<file path="config.mk">
export PLATFORM = sky130hd
export DESIGN_NAME = prefix_varint_codec_core_flat
export DESIGN_NICKNAME = d
export VERILOG_FILES = /design/src/rtl/core/pvc_pkg.sv /design/src/rtl/core/pvc_req_if.sv /design/src/rtl/core/pvc_rsp_if.sv /design/src/rtl/core/pvc_front.sv /design/src/rtl/core/pvc_queue.sv /design/src/rtl/core/pvc_back.sv /design/src/rtl/core/prefix_varint_codec_core.sv /design/src/flat_wrapper.sv
export SDC_FILE = /design/constraint.sdc
export NUM_CORES = 1
export LEC_CHECK = 0
export ABC_AREA = 1
export ABC_CLOCK_PERIOD_IN_PS = 24500
export BUFFER_PORTS_ARGS = -buffer_cell sky130_fd_sc_hd__buf_2
export CORE_MARGIN = 3
export CORE_UTILIZATION = 30
export DETAILED_ROUTE_END_ITERATION = 7
export PLACE_DENSITY = 0.49
export SLEW_MARGIN = 20
export SYNTH_ARGS = -nofsm -noshare
export SYNTH_HDL_FRONTEND = slang
export SYNTH_SLANG_ARGS = --single-unit
export TNS_END_PERCENT = 10
</file>
<file path="constraint.sdc">
create_clock -name clock -period 24.5 [get_ports clock]
set_input_delay 4.9 -clock clock [delete_from_list [all_inputs] [get_ports clock]]
set_output_delay 4.9 -clock clock [all_outputs]
set_load 0.02 [all_outputs]
</file>
<file path="src/rtl/core/pvc_pkg.sv">
// pvc_pkg: shared types, codes and helpers of the prefix-length varint codec
// no dependencies; imported by every module and interface of the block
package pvc_pkg;

   // widths of the item fields
   localparam int VALUE_IN_W  = 64;
   localparam int VALUE_W     = 56;
   localparam int BYTE_W      = 8;
   localparam int STATUS_W    = 2;
   localparam int COUNT_W     = 3;

   // longest encoding in bytes, and the 7-bit groups it covers
   localparam int MAX_BYTES   = 8;
   localparam int GROUP_W     = 7;

   // depth of the queue between front and back
   localparam int QUEUE_DEPTH = 4;
   localparam int QPTR_W      = $clog2(QUEUE_DEPTH);
   localparam int QCNT_W      = $clog2(QUEUE_DEPTH + 1);

   // operation codes
   localparam logic OP_ENCODE = 1'b0;
   localparam logic OP_DECODE = 1'b1;

   // result kinds
   localparam logic KIND_BYTE  = 1'b0;
   localparam logic KIND_VALUE = 1'b1;

   // status codes
   localparam logic [STATUS_W-1:0] ST_OK        = 2'd0;
   localparam logic [STATUS_W-1:0] ST_TOO_LARGE = 2'd1;
   localparam logic [STATUS_W-1:0] ST_BAD_LEAD  = 2'd2;

   // one unit of work for the back end
   typedef struct packed {
      logic                kind;
      logic [VALUE_W-1:0]  value;
      logic [COUNT_W-1:0]  count;
      logic [STATUS_W-1:0] status;
   } job_type;

   // byte idx of a value, zero above the top byte
   function automatic logic [BYTE_W-1:0] byte_at(logic [VALUE_W-1:0] v,
                                                 logic [COUNT_W-1:0] idx);
      logic [BYTE_W*MAX_BYTES-1:0] w;
      w = (BYTE_W*MAX_BYTES)'(v);
      return w[BYTE_W*idx +: BYTE_W];
   endfunction

   // n leading ones of the lead byte
   function automatic logic [BYTE_W-1:0] lead_mask(logic [COUNT_W-1:0] n);
      return ~(8'hFF >> n);
   endfunction

endpackage

</file>
<file path="src/rtl/core/pvc_req_if.sv">
// pvc_req_if: request channel of the varint codec (valid, ready, item fields)
// depends on pvc_pkg for the field widths
interface pvc_req_if;
   import pvc_pkg::*;

   logic                  valid;
   logic                  ready;
   logic                  opcode;
   logic [VALUE_IN_W-1:0] value_in;
   logic [BYTE_W-1:0]     byte_in;

   modport source (output valid, output opcode, output value_in, output byte_in,
                   input ready);
   modport sink   (input valid, input opcode, input value_in, input byte_in,
                   output ready);
endinterface

</file>
<file path="src/rtl/core/pvc_rsp_if.sv">
// pvc_rsp_if: response channel of the varint codec (valid, ready, result fields)
// depends on pvc_pkg for the field widths
interface pvc_rsp_if;
   import pvc_pkg::*;

   logic                valid;
   logic                ready;
   logic                kind;
   logic [BYTE_W-1:0]   out_byte;
   logic [VALUE_W-1:0]  out_value;
   logic [STATUS_W-1:0] status;
   logic                last;

   modport source (output valid, output kind, output out_byte, output out_value,
                   output status, output last, input ready);
   modport sink   (input valid, input kind, input out_byte, input out_value,
                   input status, input last, output ready);
endinterface

</file>
<file path="src/rtl/core/pvc_front.sv">
// pvc_front: accepts request transactions, sizes encodes and runs the decoder
// depends on pvc_pkg and pvc_req_if; pushes jobs into pvc_queue
module pvc_front (
   input  logic             clock,
   input  logic             reset,
   pvc_req_if.sink          req,
   input  logic             queue_full,
   output logic             push_valid,
   output pvc_pkg::job_type push_job
);
   import pvc_pkg::*;

   logic [VALUE_W-1:0] acc_ff, acc_in;
   logic [COUNT_W-1:0] rem_ff, rem_in;

   logic               accept;
   logic               too_large;
   logic [COUNT_W-1:0] enc_n;
   logic [COUNT_W:0]   lead_n;
   logic               lead_run;
   logic [VALUE_W-1:0] acc_shift;
   logic [COUNT_W-1:0] rem_dec;
   logic [BYTE_W-1:0]  payload;

   assign req.ready = !queue_full;
   assign accept    = req.valid && !queue_full;

   // encode sizing: highest nonzero 7-bit group
   always_comb begin
      too_large = (req.value_in >> (GROUP_W*MAX_BYTES)) != '0;
      enc_n     = '0;
      for (int g = 1; g < MAX_BYTES; g++) begin
         if (req.value_in[GROUP_W*g +: GROUP_W] != '0) begin
            enc_n = COUNT_W'(g);
         end
      end
   end

   // leading ones of a lead byte
   always_comb begin
      lead_n   = '0;
      lead_run = 1'b1;
      for (int b = BYTE_W-1; b >= 0; b--) begin
         if (lead_run && req.byte_in[b]) begin
            lead_n = lead_n + 1'b1;
         end else begin
            lead_run = 1'b0;
         end
      end
   end

   assign payload   = req.byte_in & (8'hFF >> (lead_n + 1'b1));
   assign acc_shift = {acc_ff[VALUE_W-BYTE_W-1:0], req.byte_in};
   assign rem_dec   = rem_ff - 1'b1;

   // classify the transaction and step the decoder
   always_comb begin
      push_job   = '0;
      push_valid = 1'b0;
      acc_in     = acc_ff;
      rem_in     = rem_ff;
      if (req.opcode == OP_ENCODE) begin
         push_valid    = 1'b1;
         push_job.kind = KIND_BYTE;
         if (too_large) begin
            push_job.status = ST_TOO_LARGE;
         end else begin
            push_job.value = req.value_in[VALUE_W-1:0];
            push_job.count = enc_n;
         end
      end else if (rem_ff == '0) begin
         if (lead_n >= (COUNT_W+1)'(MAX_BYTES)) begin
            push_valid      = 1'b1;
            push_job.kind   = KIND_VALUE;
            push_job.status = ST_BAD_LEAD;
         end else if (lead_n == '0) begin
            push_valid     = 1'b1;
            push_job.kind  = KIND_VALUE;
            push_job.value = VALUE_W'(payload);
         end else begin
            acc_in = VALUE_W'(payload);
            rem_in = lead_n[COUNT_W-1:0];
         end
      end else begin
         rem_in = rem_dec;
         if (rem_dec == '0) begin
            push_valid     = 1'b1;
            push_job.kind  = KIND_VALUE;
            push_job.value = acc_shift;
            acc_in         = '0;
         end else begin
            acc_in = acc_shift;
         end
      end
      if (!accept) begin
         push_valid = 1'b0;
         acc_in     = acc_ff;
         rem_in     = rem_ff;
      end
   end

   // decoder state
   always_ff @(posedge clock) begin
      if (reset) begin
         acc_ff <= '0;
         rem_ff <= '0;
      end else begin
         acc_ff <= acc_in;
         rem_ff <= rem_in;
      end
   end

endmodule

</file>
<file path="src/rtl/core/pvc_queue.sv">
// pvc_queue: short first-word-fall-through queue of jobs between front and back
// depends on pvc_pkg
module pvc_queue (
   input  logic             clock,
   input  logic             reset,
   input  logic             push_valid,
   input  pvc_pkg::job_type push_job,
   input  logic             pop,
   output logic             full,
   output logic             empty,
   output pvc_pkg::job_type head
);
   import pvc_pkg::*;

   job_type            entry_ff [QUEUE_DEPTH];
   logic [QPTR_W-1:0]  wr_ptr_ff, wr_ptr_in;
   logic [QPTR_W-1:0]  rd_ptr_ff, rd_ptr_in;
   logic [QCNT_W-1:0]  count_ff, count_in;
   logic               do_push;
   logic               do_pop;

   assign full    = count_ff == QCNT_W'(QUEUE_DEPTH);
   assign empty   = count_ff == '0;
   assign head    = entry_ff[rd_ptr_ff];
   assign do_push = push_valid && !full;
   assign do_pop  = pop && !empty;

   // pointer and fill bookkeeping
   always_comb begin
      wr_ptr_in = wr_ptr_ff;
      rd_ptr_in = rd_ptr_ff;
      count_in  = count_ff;
      if (do_push) begin
         wr_ptr_in = (wr_ptr_ff == QPTR_W'(QUEUE_DEPTH-1)) ? '0 : wr_ptr_ff + 1'b1;
      end
      if (do_pop) begin
         rd_ptr_in = (rd_ptr_ff == QPTR_W'(QUEUE_DEPTH-1)) ? '0 : rd_ptr_ff + 1'b1;
      end
      if (do_push && !do_pop) begin
         count_in = count_ff + 1'b1;
      end else if (do_pop && !do_push) begin
         count_in = count_ff - 1'b1;
      end
   end

   always_ff @(posedge clock) begin
      if (reset) begin
         wr_ptr_ff <= '0;
         rd_ptr_ff <= '0;
         count_ff  <= '0;
      end else begin
         wr_ptr_ff <= wr_ptr_in;
         rd_ptr_ff <= rd_ptr_in;
         count_ff  <= count_in;
      end
   end

   // job storage
   always_ff @(posedge clock) begin
      if (do_push) begin
         entry_ff[wr_ptr_ff] <= push_job;
      end
   end

endmodule

</file>
<file path="src/rtl/core/pvc_back.sv">
// pvc_back: turns queued jobs into response transactions, one byte per cycle while rsp is not stalled
// depends on pvc_pkg and pvc_rsp_if; pops jobs from pvc_queue
module pvc_back (
   input  logic             clock,
   input  logic             reset,
   input  logic             queue_empty,
   input  pvc_pkg::job_type head,
   output logic             pop,
   pvc_rsp_if.source        rsp
);
   import pvc_pkg::*;

   logic                rsp_valid_ff, rsp_valid_in;
   logic                kind_ff, kind_in;
   logic [BYTE_W-1:0]   byte_ff, byte_in;
   logic [VALUE_W-1:0]  value_ff, value_in;
   logic [STATUS_W-1:0] status_ff, status_in;
   logic                last_ff, last_in;

   logic                busy_ff, busy_in;
   logic [VALUE_W-1:0]  cur_value_ff, cur_value_in;
   logic [COUNT_W-1:0]  sel_ff, sel_in;

   logic                load;

   assign load = !rsp_valid_ff || rsp.ready;
   assign pop  = load && !busy_ff && !queue_empty;

   // next response: continue an encode, else start the queue head
   always_comb begin
      rsp_valid_in = rsp_valid_ff;
      kind_in      = kind_ff;
      byte_in      = byte_ff;
      value_in     = value_ff;
      status_in    = status_ff;
      last_in      = last_ff;
      busy_in      = busy_ff;
      cur_value_in = cur_value_ff;
      sel_in       = sel_ff;
      if (load) begin
         if (busy_ff) begin
            rsp_valid_in = 1'b1;
            kind_in      = KIND_BYTE;
            byte_in      = byte_at(cur_value_ff, sel_ff);
            value_in     = '0;
            status_in    = ST_OK;
            last_in      = sel_ff == '0;
            busy_in      = sel_ff != '0;
            sel_in       = sel_ff - 1'b1;
         end else if (!queue_empty) begin
            rsp_valid_in = 1'b1;
            kind_in      = head.kind;
            status_in    = head.status;
            byte_in      = '0;
            value_in     = '0;
            last_in      = 1'b1;
            if (head.kind == KIND_VALUE) begin
               value_in = head.value;
            end else if (head.status == ST_OK) begin
               byte_in      = lead_mask(head.count) | byte_at(head.value, head.count);
               last_in      = head.count == '0;
               busy_in      = head.count != '0;
               sel_in       = head.count - 1'b1;
               cur_value_in = head.value;
            end
         end else begin
            rsp_valid_in = 1'b0;
         end
      end
   end

   // control state
   always_ff @(posedge clock) begin
      if (reset) begin
         rsp_valid_ff <= 1'b0;
         busy_ff      <= 1'b0;
      end else begin
         rsp_valid_ff <= rsp_valid_in;
         busy_ff      <= busy_in;
      end
   end

   // output and job payload registers
   always_ff @(posedge clock) begin
      kind_ff      <= kind_in;
      byte_ff      <= byte_in;
      value_ff     <= value_in;
      status_ff    <= status_in;
      last_ff      <= last_in;
      cur_value_ff <= cur_value_in;
      sel_ff       <= sel_in;
   end

   assign rsp.valid     = rsp_valid_ff;
   assign rsp.kind      = kind_ff;
   assign rsp.out_byte  = byte_ff;
   assign rsp.out_value = value_ff;
   assign rsp.status    = status_ff;
   assign rsp.last      = last_ff;

endmodule

</file>
<file path="src/rtl/core/prefix_varint_codec_core.sv">
// Prefix-length varint codec, top level.
// Channels: req carries one item per transaction (opcode, value_in, byte_in);
// rsp carries one result per transaction (kind, out_byte, out_value, status,
// last). Both use valid/ready; a transaction happens when both are high.
// Encode: one request gives one to eight byte responses, lead byte first,
// one per cycle if not stalled; 2^56 or more gives a single error response.
// Decode: one stream byte per request; a response is given only when a value
// completes, or for an invalid lead byte 0xFF.
// Jobs are queued; the back end registers each response from the queue head.
// Throughput: one request per cycle while req.ready is high; the back end
// emits one response per cycle unless rsp stalls; no encode is interleaved.
// A four-entry job queue lets requests keep arriving while a response stalls;
// req.ready drops only when that queue is full.
// Reset (synchronous, active high) clears the decoder, the queue, the response
// valid flag and the encode busy flag; no response is pending afterwards.
// When rsp.ready is low the current response holds and the back end waits.
module prefix_varint_codec_core (
   input  logic      clock,
   input  logic      reset,
   pvc_req_if.sink   req,
   pvc_rsp_if.source rsp
);
   import pvc_pkg::*;

   logic    push_valid;
   job_type push_job;
   logic    queue_full;
   logic    queue_empty;
   logic    pop;
   job_type head;

   pvc_front u_front (
      .clock      (clock),
      .reset      (reset),
      .req        (req),
      .queue_full (queue_full),
      .push_valid (push_valid),
      .push_job   (push_job)
   );

   pvc_queue u_queue (
      .clock      (clock),
      .reset      (reset),
      .push_valid (push_valid),
      .push_job   (push_job),
      .pop        (pop),
      .full       (queue_full),
      .empty      (queue_empty),
      .head       (head)
   );

   pvc_back u_back (
      .clock       (clock),
      .reset       (reset),
      .queue_empty (queue_empty),
      .head        (head),
      .pop         (pop),
      .rsp         (rsp)
   );

endmodule
</file>
<file path="src/flat_wrapper.sv">
// flat-port wrapper written by rule: the top's interface ports become plain ports
module prefix_varint_codec_core_flat import pvc_pkg::*;
  (clock, reset, req_valid, req_opcode, req_value_in, req_byte_in, req_ready, rsp_valid, rsp_kind, rsp_out_byte, rsp_out_value, rsp_status, rsp_last, rsp_ready);
  pvc_req_if req_i ();
  pvc_rsp_if rsp_i ();
  input  logic clock;
  input  logic reset;
  input wire logic [$bits(req_i.valid)-1:0] req_valid;
  input wire logic [$bits(req_i.opcode)-1:0] req_opcode;
  input wire logic [$bits(req_i.value_in)-1:0] req_value_in;
  input wire logic [$bits(req_i.byte_in)-1:0] req_byte_in;
  output wire logic [$bits(req_i.ready)-1:0] req_ready;
  output wire logic [$bits(rsp_i.valid)-1:0] rsp_valid;
  output wire logic [$bits(rsp_i.kind)-1:0] rsp_kind;
  output wire logic [$bits(rsp_i.out_byte)-1:0] rsp_out_byte;
  output wire logic [$bits(rsp_i.out_value)-1:0] rsp_out_value;
  output wire logic [$bits(rsp_i.status)-1:0] rsp_status;
  output wire logic [$bits(rsp_i.last)-1:0] rsp_last;
  input wire logic [$bits(rsp_i.ready)-1:0] rsp_ready;
  assign req_i.valid = req_valid;
  assign req_i.opcode = req_opcode;
  assign req_i.value_in = req_value_in;
  assign req_i.byte_in = req_byte_in;
  assign req_ready = req_i.ready;
  assign rsp_valid = rsp_i.valid;
  assign rsp_kind = rsp_i.kind;
  assign rsp_out_byte = rsp_i.out_byte;
  assign rsp_out_value = rsp_i.out_value;
  assign rsp_status = rsp_i.status;
  assign rsp_last = rsp_i.last;
  assign rsp_i.ready = rsp_ready;
  prefix_varint_codec_core u_core (.clock(clock), .reset(reset), .req(req_i), .rsp(rsp_i));
endmodule
</file>
==> impl_metrics.yaml <==
timing:
  hold_slack_ps: 467
  final-hold-violation-count: 0
  fin_tns_setup_ps: 0
  setup_viol: 0
  period_needed_ps: 9630
  final_max_slew_viol_count: 0
  setup_slack_ps: 14870
  clock.fmax_ghz: 0.104
  fin_skew_ps: 9.56
  rsz0062_at_grt: "false"
  fin_crit_sh: 0.393
  max_slew_margin: 0.273
  worst_pin_slew_ps: 1080
worst_setup_path:
  end_kind: "flop"
  cp.arrival_ps: 9810
  critPathSlowestCell: "buf_4"
  path_max_fanout: 62
  crit_required_ps: 24680
  path_class: "in -> reg"
  max_stage_delay_ps: 700
  path_common_cell: "nand2_1"
  critPathLaunchType: "input pin"
power_and_ir_drop:
  ir_worst_vdd_uv: 59.4
  p_per_area_nw_per_um2: 117
  p_leak_nw: 8.16
  power_mw: 2.51
cells_and_area:
  utilization: 0.354
  design_area_um2: 21500
  layout.cells.non_filler: 2639
  fin_nets: 1921
  syn_to_final_growth_pct: 15.8
  drive_gt1_frac: 0.141
job:
  cap_viol_max_count: 0
hold_path:
  min_path_type: "reg -> reg"
logic_synthesis:
  ys_ff_latch: 437
  synth_cell_types: 51
  yosysTopAreaCell: "edfxtp_1"
  synth.top_cells.by_count: "edfxtp_1, nand2_1, inv_1, nor2_1, a21oi_1"
  async_flop_share: 0
  synthMostInstantiatedCell: "edfxtp_1"
  synthesis.area_um2: 18600
  synth_edf_count: 375
  synthTopCellsByArea: "edfxtp_1, dfxtp_1, nand2_1"
  syn_area_per_cell_um2: 10.9
  synth-seq-area-share: 0.673
  synth_flop_cell: "edfxtp_1"
  ys_warn_count: 0
  syn_inst: 1700
  synth_top_area_frac: 0.607
  syn_nets: 1797
cts:
  cts_hold_buf: 0
  cts.sinks: 437
  cts.reportedPaths.clkPinSlew_ps: 60
  h-tree-depth: 2
  ctsResizeCount: 0
  ctsRootBufferMaster: "clkbuf_16"
  cts_made_buffers: 48
  cts_max_path_buffers: 3
  clk_latency_ps: 570
  postCtsSetupBuffers: 0
  cts_tree: "yes"
floorplan:
  coreArea_um2: 60800
  die_h_um: 255
  start_util: 0.305
  fp.dieW_um: 255
  die_area_um2: 64900
  fp-row-count: 90
  pin_count: 147
routing:
  wirelength_um: 51100
  post_drt_wl_per_cell_um: 19.4
  antenna_left: 0
  drt_iter0_drc: 1093
  via_per_inst: 4.91
  drc: 0
  vias: 12945
  firstDrtPassIters: 5
placement:
  dpl_cell_area_um2: 20100
  portBuffers: 146
  post-place-cells: 2556
  gp_congestion: 0.831
  dp_hpwl_um: 34600
  place_ws_ps: 14280
grt:
  track_usage: 0.155
  grt_pass1_wl_um: 75500
  grt_pass1_vias: 12305
  grt_max_degree: 81
  grt.overflow.total: 0
  antenna_found_initial: 7
status:
  status: "completed"
-- kinds of logic (layout without fill, tap and decap cells) --
family	count (synthesis)	count (layout)	share of synthesized area
flip-flops	437	437	0.673
adder cells (fa/ha/maj)	20	20	0.0139
AND/OR/NAND/NOR	571	571	0.129
buffers and inverters	276	432	0.0578
AO/OA/AOI/OAI	393	393	0.123
XOR/XNOR	3	3	0.00243
other	0	1	0
-- final timing paths --
path	slack, ps	from	depth (start not counted)	endpoint
setup / recovery	14870	req_byte_in[6]	27	u_core.u_queue.entry_ff[3][56]$_DFFE_PP_
hold / removal	470	u_core.u_front.acc_ff[40]$_SDFFE_PP0P_	2	u_core.u_front.acc_ff[40]$_SDFFE_PP0P_
setup reg to reg	19970	flop	12	u_core.u_back.rsp.out_byte[1]$_DFFE_PP_
hold reg to reg	470	u_core.u_front.acc_ff[40]$_SDFFE_PP0P_	2	u_core.u_front.acc_ff[40]$_SDFFE_PP0P_
-- state kept, by name, summed over array words and instances (netlist names), 3 cells and up, named ones only --
register,count
u_core.u_back.rsp.out_byte,8
u_core.u_back.sel_ff,3
u_core.u_queue.entry_ff,248
u_core.u_front.rem_ff,3
u_core.u_front.acc_ff,48
u_core.u_back.rsp.out_value,56
u_core.u_back.cur_value_ff,56
u_core.u_queue.count_ff,3
-- worst max-delay path: cells and delay by family --
family                   cells  cell delay, ps
buffers and inverters        5            1000
AND/OR/NAND/NOR             13            1440
AO/OA/AOI/OAI                3             630
adder cells (fa/ha/maj)      6            1710
-- metal layers --
metal,part of all wire,GRT usage,up-vias
met5,0,0,-
met4,0.023,0.0461,0
met3,0.067,0.0293,74
met2,0.42,0.224,400
met1,0.49,0.234,6277
li1,-,-,6194
-- power by group --
group,leakage [nW],internal [mW],switching (mW)
Combinational,3.35,0.194,0.584
Clock,0.691,0.384,0.282
Sequential,4.12,1.01,0.0526
-- cell usage in the layout, fill, tap and decap left out, types with 18 or more instances in the layout --
master     netlist  routed
o22ai_1         28      28
dfxtp_1         62      61
edfxtp_1       375     375
inv_1          178     174
nand3_1         44      44
o21ai_0        103     103
ha_1            19      19
a32oi_1         51      51
o21ai_1         40      40
nor2_1         178     172
clkbuf_16        0      49
buf_4            6      18
buf_2           11     146
nand2_1        303     303
a21oi_1        138     138
-- layout make-up --
| class | instances | area [um^2] |
|---|---|---|
| sequential | 437 | 12500 |
| clock buffer | 61 | 1270 |
| clock inverter | 21 | 144 |
| timing repair buffer | 164 | 866 |
| tap | 782 | 978 |
| antenna | 1 | 2.50 |
| fill | 6115 | 39300 |
| multi-input combinational | 987 | 5040 |
| inverter | 186 | 701 |
Note: power is estimated with default switching activity, not from simulation.
